<file path="src/rtl/core/rmv_pkg.sv">
`timescale 1ns / 1ps
`default_nettype none

package rmv_pkg;

  // fixed field widths of the item and result
  localparam int CH_BITS       = 6;
  localparam int INDEX_BITS    = 32;
  localparam int SAMPLE_BITS   = 32;
  localparam int COUNT_BITS    = INDEX_BITS + 1;
  localparam int MEAN_OUT_BITS = 32;
  localparam int SQ_BITS       = 63;
  localparam int PROD_BITS     = 64;

  // multiplier digit width and queue depth
  localparam int MUL_DIGIT   = 16;
  localparam int QUEUE_DEPTH = 2;

  localparam logic [SQ_BITS-1:0] SQ_MAX = {SQ_BITS{1'b1}};

  // one classified item, as it travels from front to back
  typedef struct packed {
    logic [CH_BITS-1:0]            channel;
    logic                          live;
    logic [COUNT_BITS-1:0]         count;
    logic signed [SAMPLE_BITS-1:0] sample_value;
  } rmv_item_t;

endpackage

`default_nettype wire

</file>
<file path="src/rtl/core/rmv_front.sv">
`timescale 1ns / 1ps
`default_nettype none

module rmv_front
  import rmv_pkg::*;
#(
  parameter int CHANNELS = 64
) (
  input  wire logic                          in_valid,
  output logic                               in_stall,
  input  wire logic [CH_BITS-1:0]            in_channel,
  input  wire logic [INDEX_BITS-1:0]         in_sample_index,
  input  wire logic signed [SAMPLE_BITS-1:0] in_sample_value,
  input  wire logic                          q_full,
  input  wire logic                          clearing,
  output logic                               push,
  output rmv_item_t                          push_item
);

  // hold off while the queue is full or the store is being cleared
  assign in_stall = q_full | clearing;
  assign push     = in_valid & ~in_stall;

  always_comb begin
    push_item.channel      = in_channel;
    push_item.live         = (32'(in_channel) < CHANNELS);
    push_item.count        = COUNT_BITS'(in_sample_index) + COUNT_BITS'(1);
    push_item.sample_value = in_sample_value;
  end

endmodule

`default_nettype wire

</file>
<file path="config.mk">
export PLATFORM = sky130hd
export DESIGN_NAME = rmv_front
export DESIGN_NICKNAME = d
export VERILOG_FILES = /design/src/rtl/core/rmv_pkg.sv /design/src/rtl/core/rmv_front.sv
export SDC_FILE = /design/constraint.sdc
export NUM_CORES = 1
export LEC_CHECK = 0
export BUFFER_PORTS_ARGS = -buffer_cell sky130_fd_sc_hd__buf_2
export CAP_MARGIN = 20
export CORE_MARGIN = 4
export CORE_UTILIZATION = 32
export DETAILED_ROUTE_END_ITERATION = 8
export PLACE_DENSITY = 0.86
export RECOVER_POWER = 50
export REMOVE_ABC_BUFFERS = 1
export SYNTH_ARGS = -nofsm -noshare
export SYNTH_HDL_FRONTEND = slang
export SYNTH_SLANG_ARGS = --single-unit
</file>
<file path="constraint.sdc">
create_clock -name vclk -period 1.4
set_clock_uncertainty 0.2 [all_clocks]
set_input_delay 0.07 -clock vclk [all_inputs]
set_output_delay 0.07 -clock vclk [all_outputs]
set_load 0.005 [all_outputs]
</file>
## Word-level counts from Yosys, hierarchy flattened

Cells that the tools add are included.

- Word-level logic and storage cells: 4
- Flip-flop bits (word level): 0

- Bitwise gates (word level): 3
- Add/subtract/negate cells: 1

Operators by type and width:

| cell | count |
|---|---|
| $add 32x1->33 const B | 1 |
| $and 1x1->1 | 1 |
| $not 1->1 | 1 |
| $or 1x1->1 | 1 |

## Logic depth before layout (Yosys ltp)

- Word-level depth: 3
- Gate-level depth with buffers: 5
- Gate-level depth less buffers: 5

## Worst setup path before layout

OpenSTA, ideal clock, no wires.

- Kind: input to output
- Start point: input port in_sample_index[0]
- End point: output port push_item[56] in the netlist's numbering
- Required time: 1,130 ps
- Stages: 5
- Arrival time: 1,058 ps
- Buffers on the path: 0
- Setup slack: 72 ps
- Cell sequence: ha_1 -> and2_1 -> nand4_2 -> nor4_1 -> xnor2_1

RTL lines:

| what | RTL line | source |
|---|---|---|
| start, declared | rmv_front.sv:12 | `input wire logic [INDEX_BITS-1:0] in_sample_index,` |
| end, declared | rmv_front.sv:17 | `output rmv_item_t push_item` |

==> impl_metrics.py <==
metrics = {
    "worst_setup_path": {
        "crit_path_end_kind": "primary output",
        "critPathBufInv": 2,
        "endpoint": "push_item[62]",
        "startpoint": "in_sample_index[25]",
        "startpoint_type": "input pin",
        "max_stage_delay_ns": 0.43,
        "crit_family": "simple AND/OR/NAND/NOR gates",
        "required_ns": 1.13,
        "path_cells": "buf_6, nand4_1, or3_4, nor4_4, xor2_1, buf_2",
        "path_class": "input pin to primary output",
        "worst-path-stages": 6,
        "cp_max_fo": 4,
        "cp.arrival_ns": 1.32,
        "crit_slowest_cell": "or3_4",
    },
    "logic_synthesis": {
        "avgSynthCellArea_um2": 7.19,
        "syn-instance-count": 140,
        "synth.distinct_cells": 28,
        "synth_warnings": 0,
        "synth-seq-area-share_pct": 0,
        "netlist_area_mm2": 0.00101,
    },
    "status": {
        "failed_checks": "negative setup slack",
        "outcome": "finished with violations",
    },
    "cells_and_area": {
        "multiInputGateArea_um2": 916,
        "clock_buffer_count": 0,
        "area_growth_pct": 130,
        "regArea_um2": 0,
        "fillCellCount": 235,
        "fin_nets": 336,
        "drive_gt1_share_pct": 60.8,
        "n_sequential_cell": 0,
        "num_antenna_cells": 0,
        "final_cells": 304,
    },
    "route": {
        "wl_um": 5860,
        "drtPass1Iterations": 4,
        "drtAntennaViolNets": 0,
        "wl_per_cell_um": 19.3,
        "vias": 1452,
        "drcViolationCount": 0,
        "vias_per_cell": 4.78,
        "drt_iter0_markers": 81,
    },
    "floorplanning": {
        "std_cell_rows": 20,
        "dieArea_mm2": 0.00411,
        "coreArea_mm2": 0.00303,
        "die_y_um": 64.1,
        "start_util_pct": 33.3,
        "num_io_pins": 147,
        "chipWidth_um": 64.1,
    },
    "timing": {
        "finalCritPeriodShare_pct": 114,
        "rsz0062_at_grt": "yes",
        "layout_setup_ws_ns": -0.195,
        "fmaxAchievable_mhz": 627,
        "final_max_slew_viol_count": 0,
        "hold_viol_final": 0,
        "setup_tns_ns": -1.79,
        "setup_viol": 20,
        "fin_crit_ns": 1.59,
    },
    "pwr": {
        "power.density_mw_per_mm2": 215,
        "ir_drop_mv": 0.146,
        "p_leak_nw": 1.16,
    },
    "global_routing": {
        "grt_remaining_overflow": 0,
        "grtUsageTotal_pct": 26.6,
        "antenna_found_initial": 1,
        "grt_pass1_wl_um": 8490,
        "grt_pass1_vias": 1538,
        "grt_max_degree": 8,
    },
    "hold_path": {
        "min_path_type": "input pin to primary output",
    },
    "placed_design": {
        "dp_cells": 244,
        "hpwl_um": 4080,
        "port_buffers": 70,
        "gp_congestion": 0.802,
    },
    "run": {
        "max-cap-violations": 0,
    },
}
## where the power goes
group	internal [mW]	switching, mW	leakage (nW)
Combinational	0.292	0.207	1.16
Sequential	0	0	0
Clock	0	0	0
Total	0.292	0.207	1.16
## timing repair
item / CTS / global route
gates cloned: 0 / 0
hold endpoints to repair: 38 / 0
endpoints found under the setup margin: 24 / 24
buffers inserted: 14 / 8
pin swaps: 26 / 14
resized for setup: 63 / 19
hold buffers: 38 / 0
## worst min path at each step
stage,slack [ns],startpoint,end,cells past startpoint
after global routing,0.18,in_sample_index[0],push_item[32],3
final,0.15,in_sample_index[0],push_item[32],3
after global placement,-0.06,in_sample_value[1],push_item[1],0
after CTS,0.17,in_sample_index[0],push_item[32],3
after detailed placement,-0.06,in_sample_value[1],push_item[1],0
after floorplan,-0.06,in_sample_value[0],push_item[0],0
## cells in the final DEF (no fill, tap or decap), types with 4 or more instances in the layout
cell type      Yosys  final
buf_6              1     30
inv_1              7      7
buf_2              1     46
xnor2_1           19     17
and4_4             1      4
nand4_1            4      4
nor3_4             0      4
dlygate4sd3_1      0     38
nand3_1           10      7
nor4_4             0      8
nand2_1           11     10
xor2_1            11     11
buf_4             39     43
## routing by layer
| metal | track usage (%) | vias up | share of wire [%] |
|---|---|---|---|
| li1 | - | 679 | - |
| met1 | 28.7 | 665 | 36 |
| met2 | 49.3 | 90 | 52 |
| met3 | 8.96 | 16 | 9.7 |
| met4 | 6.86 | 2 | 2.5 |
| met5 | 0 | - | 0.22 |
## through the flow
stage               hold WS, ns  util, %  cell area [µm²]  setup WS (ns)  total power, mW
floorplan               -0.0600        -              694         0.0670           0.0851
global placement        -0.0599     44.3             1340         -0.223            0.281
detailed placement      -0.0599     44.3             1340         -0.276            0.285
CTS                       0.170     71.4             2160         -0.132            0.463
global route              0.180     76.7             2320         -0.270            0.531
finish                    0.153     76.7             2320         -0.195            0.499
## cell usage after synthesis (all sizes together)
library cell / count / area share [%]
clkbuf: 1 / 0.37
nand4: 7 / 7.1
and4: 4 / 3.9
nand2: 11 / 4.1
nand4b: 1 / 0.87
nor4: 8 / 6.2
xnor2: 19 / 17
nor2: 2 / 0.75
and2: 1 / 0.62
and3: 5 / 3.1
conb: 1 / 0.37
nand3: 11 / 6.7
nor3: 6 / 3.0
ha: 1 / 1.2
inv: 7 / 2.6
xor2: 11 / 9.6
buf: 41 / 31
or2: 1 / 0.62
or3: 2 / 1.7
## kinds of logic (layout without fill, tap and decap cells)
family	count (synthesis)	after routing	synth area share [%]
xor gates and xnor gates	30	30	26.1
adders and majority gates	1	1	1.24
buffers and inverters	49	169	33.7
other	1	1	0.372
and+or+nand+nor	59	59	38.6
## layout make-up
class,instances,share of cell area [%]
tap,44,2.37
timing repair buffer,162,57.0
multi-input combinational,91,39.5
inverter,7,1.13
No activity file was read; power rests on OpenSTA's default activity.
