## src/rtl/core/rmv_pkg.sv

```systemverilog
`timescale 1ns / 1ps
`default_nettype none

package rmv_pkg;

  // fixed field widths of the item and result
  localparam int CH_BITS       = 6;
  localparam int INDEX_BITS    = 32;
  localparam int SAMPLE_BITS   = 32;
  localparam int COUNT_BITS    = INDEX_BITS + 1;
  localparam int MEAN_OUT_BITS = 32;
  localparam int SQ_BITS       = 63;
  localparam int PROD_BITS     = 64;

  // multiplier digit width and queue depth
  localparam int MUL_DIGIT   = 16;
  localparam int QUEUE_DEPTH = 2;

  localparam logic [SQ_BITS-1:0] SQ_MAX = {SQ_BITS{1'b1}};

  // one classified item, as it travels from front to back
  typedef struct packed {
    logic [CH_BITS-1:0]            channel;
    logic                          live;
    logic [COUNT_BITS-1:0]         count;
    logic signed [SAMPLE_BITS-1:0] sample_value;
  } rmv_item_t;

endpackage

`default_nettype wire

```

## src/rtl/core/rmv_queue.sv

```systemverilog
`timescale 1ns / 1ps
`default_nettype none

module rmv_queue
  import rmv_pkg::*;
(
  input  wire logic      clk,
  input  wire logic      rst_n,
  input  wire logic      push,
  input  wire rmv_item_t push_item,
  output logic           full,
  input  wire logic      pop,
  output logic           pop_valid,
  output rmv_item_t      pop_item
);

  localparam int PW = (QUEUE_DEPTH > 1) ? $clog2(QUEUE_DEPTH) : 1;
  localparam int CW = $clog2(QUEUE_DEPTH + 1);

  rmv_item_t         slot_r [QUEUE_DEPTH];
  logic [PW-1:0]     wr_ptr_r;
  logic [PW-1:0]     rd_ptr_r;
  logic [CW-1:0]     count_r;

  assign full      = (count_r == CW'(QUEUE_DEPTH));
  assign pop_valid = (count_r != '0);
  assign pop_item  = slot_r[rd_ptr_r];

  always_ff @(posedge clk) begin
    if (push) begin
      slot_r[wr_ptr_r] <= push_item;
    end
  end

  always_ff @(posedge clk) begin
    if (!rst_n) begin
      wr_ptr_r <= '0;
      rd_ptr_r <= '0;
      count_r  <= '0;
    end else begin
      if (push) begin
        wr_ptr_r <= (wr_ptr_r == PW'(QUEUE_DEPTH - 1)) ? '0 : wr_ptr_r + 1'b1;
      end
      if (pop) begin
        rd_ptr_r <= (rd_ptr_r == PW'(QUEUE_DEPTH - 1)) ? '0 : rd_ptr_r + 1'b1;
      end
      if (push && !pop) begin
        count_r <= count_r + 1'b1;
      end else if (pop && !push) begin
        count_r <= count_r - 1'b1;
      end
    end
  end

endmodule

`default_nettype wire

```

## config.mk

```make
export PLATFORM = sky130hd
export DESIGN_NAME = rmv_queue
export DESIGN_NICKNAME = d
export VERILOG_FILES = /design/src/rtl/core/rmv_pkg.sv /design/src/rtl/core/rmv_queue.sv
export SDC_FILE = /design/constraint.sdc
export NUM_CORES = 1
export LEC_CHECK = 0
export ABC_AREA = 1
export BUFFER_PORTS_ARGS = -buffer_cell sky130_fd_sc_hd__buf_2
export CORE_AREA = 2 2 124 126
export CTS_CLUSTER_SIZE = 16
export DETAILED_ROUTE_END_ITERATION = 12
export DIE_AREA = 0 0 126 128
export PLACE_DENSITY_LB_ADDON = 0.3
export SLEW_MARGIN = 30
export SYNTH_ARGS = -nofsm -noshare
export SYNTH_HDL_FRONTEND = slang
export SYNTH_SLANG_ARGS = --single-unit
```

## constraint.sdc

```tcl
create_clock -name clk -period 15.65 [get_ports clk]
set_clock_uncertainty 0.05 [all_clocks]
set_input_delay 4.695 -clock clk [delete_from_list [all_inputs] [get_ports clk]]
set_output_delay 4.695 -clock clk [all_outputs]
set_load 0.005 [all_outputs]
```

== Word-level counts from Yosys, hierarchy flattened ==
Memory sizes are Yosys's and may differ from the RTL's. A register that Yosys moved wholly into a read port is not among the register bits.
Index checks and enable logic that the tools add are counted.
Widths: inputs -> output; s select.

* ROM bits: 0
* Logic and storage cells: 23
* Output and inout bits: 74
* Bits in writable memories: 144
* Bits in latches: 0
* Bits of input ports: 76
* Memories kept: 1
* Register bits: 4

{| class="wikitable"
|+ Memories
! memory !! depth !! width !! read ports !! clocked after Yosys merged registers in !! write ports !! RTL line !! RTL
|-
| slot_r || 2 || 72 || 1 || 1 || 1 || rmv_queue.sv:20 || <nowiki>rmv_item_t slot_r [QUEUE_DEPTH];</nowiki>
|}

* Bitwise gates (word level): 0
* Add/subtract/negate cells: 4
* Shift-type cells: 0
* Multiplexer cells: 8
* Reduce and logical (&&, ||, !) cells: 6
* Divide/modulo/power cells: 0
* Multiply operators: 0
* Eq/ne operators: 1
* Magnitude comparators: 0

{| class="wikitable"
|+ Operator list
! cell !! number
|-
| $mux 1 || 6
|-
| $mux 2 || 2
|-
| $reduce_bool 2->1 || 2
|-
| $add 1x1->1 const B || 2
|-
| $add 2x1->2 const B || 1
|-
| $eq 2x2->1 const B || 1
|-
| $logic_and 1x1->1 || 2
|-
| $logic_not 1->1 || 2
|-
| $sub 2x1->2 const B || 1
|}

== Depth between registers and ports, before layout ==
* Depth after elaboration: 4
* Mapped depth: 8
* Depth with buffers taken out: 8

== Worst setup path after synthesis ==
OpenSTA, ideal clock, no wires.

* Path type: input -> register
* Start: input push
* End: memory slot_r[0][0] (netlist name), enable pin
* Setup time: 504 ps
* Setup slack: 7343 ps
* Buffers on the path: 0
* Data arrival time: 7753 ps
* Cell stages on the path: 2
* Required time: 15096 ps
* Cells stage by stage: inv_1 -> nor2_1

* Longest elaborated chain between the ends: 2

{| class="wikitable"
|+ RTL lines
! what !! RTL line !! RTL
|-
| from (decl) || rmv_queue.sv:9 || <nowiki>input wire logic push,</nowiki>
|-
| $mux 1 || rmv_queue.sv:30 || <nowiki>if (push) begin</nowiki>
|-
| $mux 1 (not written as such) || rmv_queue.sv:31 || <nowiki>slot_r[wr_ptr_r] <= push_item;</nowiki>
|-
| to (decl) || rmv_queue.sv:20 ||
|}

No other way between the ends.

==> results.md <==
* Core area at 14900 µm²
* Worst Path Required at 10.91 ns
* R2R setup slack at 13.71 ns
* Final WS setup at 8.52 ns
* H-tree depth at 4
* Cell variety after synth at 14
* GPL Wtd Cong at 0.669
* RSZ-0062 raised after global routing: no
* Syn nets at 336
* Worst Path Arrival at 2.39 ns
* R2R Path End: slot_r[1][66]
* Largest fanout on the critical path at 41
* Reg clk slew, reported paths at 0.06 ns
* Hold-fix buffers at CTS at 0
* Post-CTS Resized at 0
* Dpl hpwl at 6.57 mm
* Max Clk Rate at 0.140 GHz
* Outcome: complete, no violations
* Fraction of layout cells with a size suffix above 1 at 0.592
* Mapped cell area at 5780 µm²
* CTS tree: done
* Worst slew pin tran at 0.758 ns
* Row cnt at 45
* Min-delay src: rd_ptr_r
* Via-per-instance ratio at 4.50
* Minimum clock period at 7.13 ns
* Die X at 126 µm
* Pre-CTS setup slack at 8.89 ns
* Initial Utilization at 0.389
* RR Startpoint: wr_ptr_r
* Syn_area_per_cell at 22.3 µm²
* Hold slack at 0.450 ns
* Gr ovfl total at 0
* Largest net degree at the start of global routing at 44
* Max clock buf depth at 2
* Crit Path Class: register to output port
* Routed length per instance at 15.9 µm
* Pwr dens at 133 nW/µm²
* TritonCTS Buffers at 17
* Syn Inst Count at 259
* First-pass GRT wire length at 14.8 mm
* CP Capture Type: output port
* Worst-Skew Late Latency at 0.41 ns
* Post-route antenna net violation count at 0
* Most frequent cells in the layout: buf_2, edfxtp_1, mux2_4
* Headroom to the max-slew limit at 0.495
* Commonest non-fill, non-tap cell in the layout: buf_2
* PortBufs at 149
* Post-CTS setup buffers at 0
* Antenna violations before repair at 0
* Fin cells at 624
* Clk root buf: clkbuf_16
* Worst Hold Path EP: rd_ptr_r
* Die footprint at 16100 µm²
* Warnings, synthesis at 0
* Max rail drop VDD at 0.0902 mV
* FILL cells at 1284
* 1st-pass router iterations at 4
* Hold Vio Cnt, Final at 0
* CTS Sinks at 149
* Reg2reg path depth at 3
* Detailed Route Iter0 Violations at 110
* Tot Pwr at 968 µW
* Vias in the first global route at 2907
* Die H at 128 µm
* Final slew viol count at 0
* Max-cap violations at 0
* Synth Register Bits at 149
* Total GRT Usage at 0.125
* Routed Wire Length at 9.93 mm
* Via count at 2808
* Setup TNS at 0 ns
* Static Leak at 2.92 nW
* Endpoints failing setup at 0
* Hold Crit Class: register to register
* Antenna cells at 0
* I/O pin count at 150
* DRC errors left at 0
* Cell count after placement at 592
* Worst Hold Depth at 2
* CP startpoint kind: register
* Area grow syn2layout at 25.7%
* Crit share post-route at 0.456
* Register area share after synthesis at 0.766
* Final #Nets at 500
[synth_stat cells]
cell      number  area (µm²)
buf_6          1        11.3
nor2_1         8        30.0
buf_12         7         140
ha_1           1        12.5
nand3_1        1        5.00
inv_1          8        30.0
mux2_4        70        1050
mux2_2         2        22.5
o21ai_0        1        5.00
a21oi_1        1        5.00
nand2_1        9        33.8
dfxtp_1        5         100
nand4_1        1        6.26
edfxtp_1     144        4320
[logic make-up after synthesis]
group | share of synthesized area
DFF | 0.766
muxes | 0.186
and+or+nand+nor | 0.0130
buffers and inverters | 0.0314
AOI/OAI and AO/OA | 0.00173
adders and majority gates | 0.00217
[flip-flops by register name (all words and copies together) (netlist names), named ones only]
signal / count
rd_ptr_r: 1
wr_ptr_r: 1
slot_r: 144
count_r: 2
[where the power goes]
part,switching [mW],internal (mW),leakage (nW),total (mW)
combinational,0.0353,0.0461,1.24,0.0814
sequential,0.00858,0.462,1.39,0.470
clock,0.152,0.264,0.290,0.416
[metal layers]
metal / track usage / share of wire
met1: 0.140 / 0.42
met2: 0.204 / 0.49
met3: 0.0622 / 0.073
met4: 0.0517 / 0.013
met5: 0 / 0
[per-stage QoR]
stage                      util  instance area (µm²)
after floorplan               -                 5780
after global placement    0.447                 6650
after detailed placement  0.447                 6650
after CTS                 0.488                 7260
after global routing      0.488                 7260
final                     0.488                 7260
[worst max path at each step]
stage	slack (ns)	to	startpoint	cells past startpoint
2_1_floorplan	7.34	slot_r[0][0]	push	2
3_3_place_gp	8.93	pop_item[10]	register	3
3_5_place_dp	8.89	pop_item[38]	register	3
5_1_grt	8.37	pop_item[57]	register	3
4_1_cts	8.44	pop_item[38]	register	3
6_report	8.52	pop_item[10]	register	3
[worst max-delay path, stage by stage (launching register included)]
cell and delay, ns:
dfxtp_4 0.73, buf_4 0.70, mux2_4 0.36, buf_2 0.13
[final cells by class]
| class | instances | area, µm² | area share |
|---|---|---|---|
| inverter | 8 | 31.3 | 0.00431 |
| tap | 188 | 235 | 0.0324 |
| clock buffer | 17 | 425 | 0.0586 |
| clock inverter | 15 | 186 | 0.0257 |
| timing repair buffer | 153 | 776 | 0.107 |
| sequential | 149 | 4430 | 0.610 |
| multi-input combinational | 94 | 1180 | 0.162 |
Power figures use the tool's default switching activity.
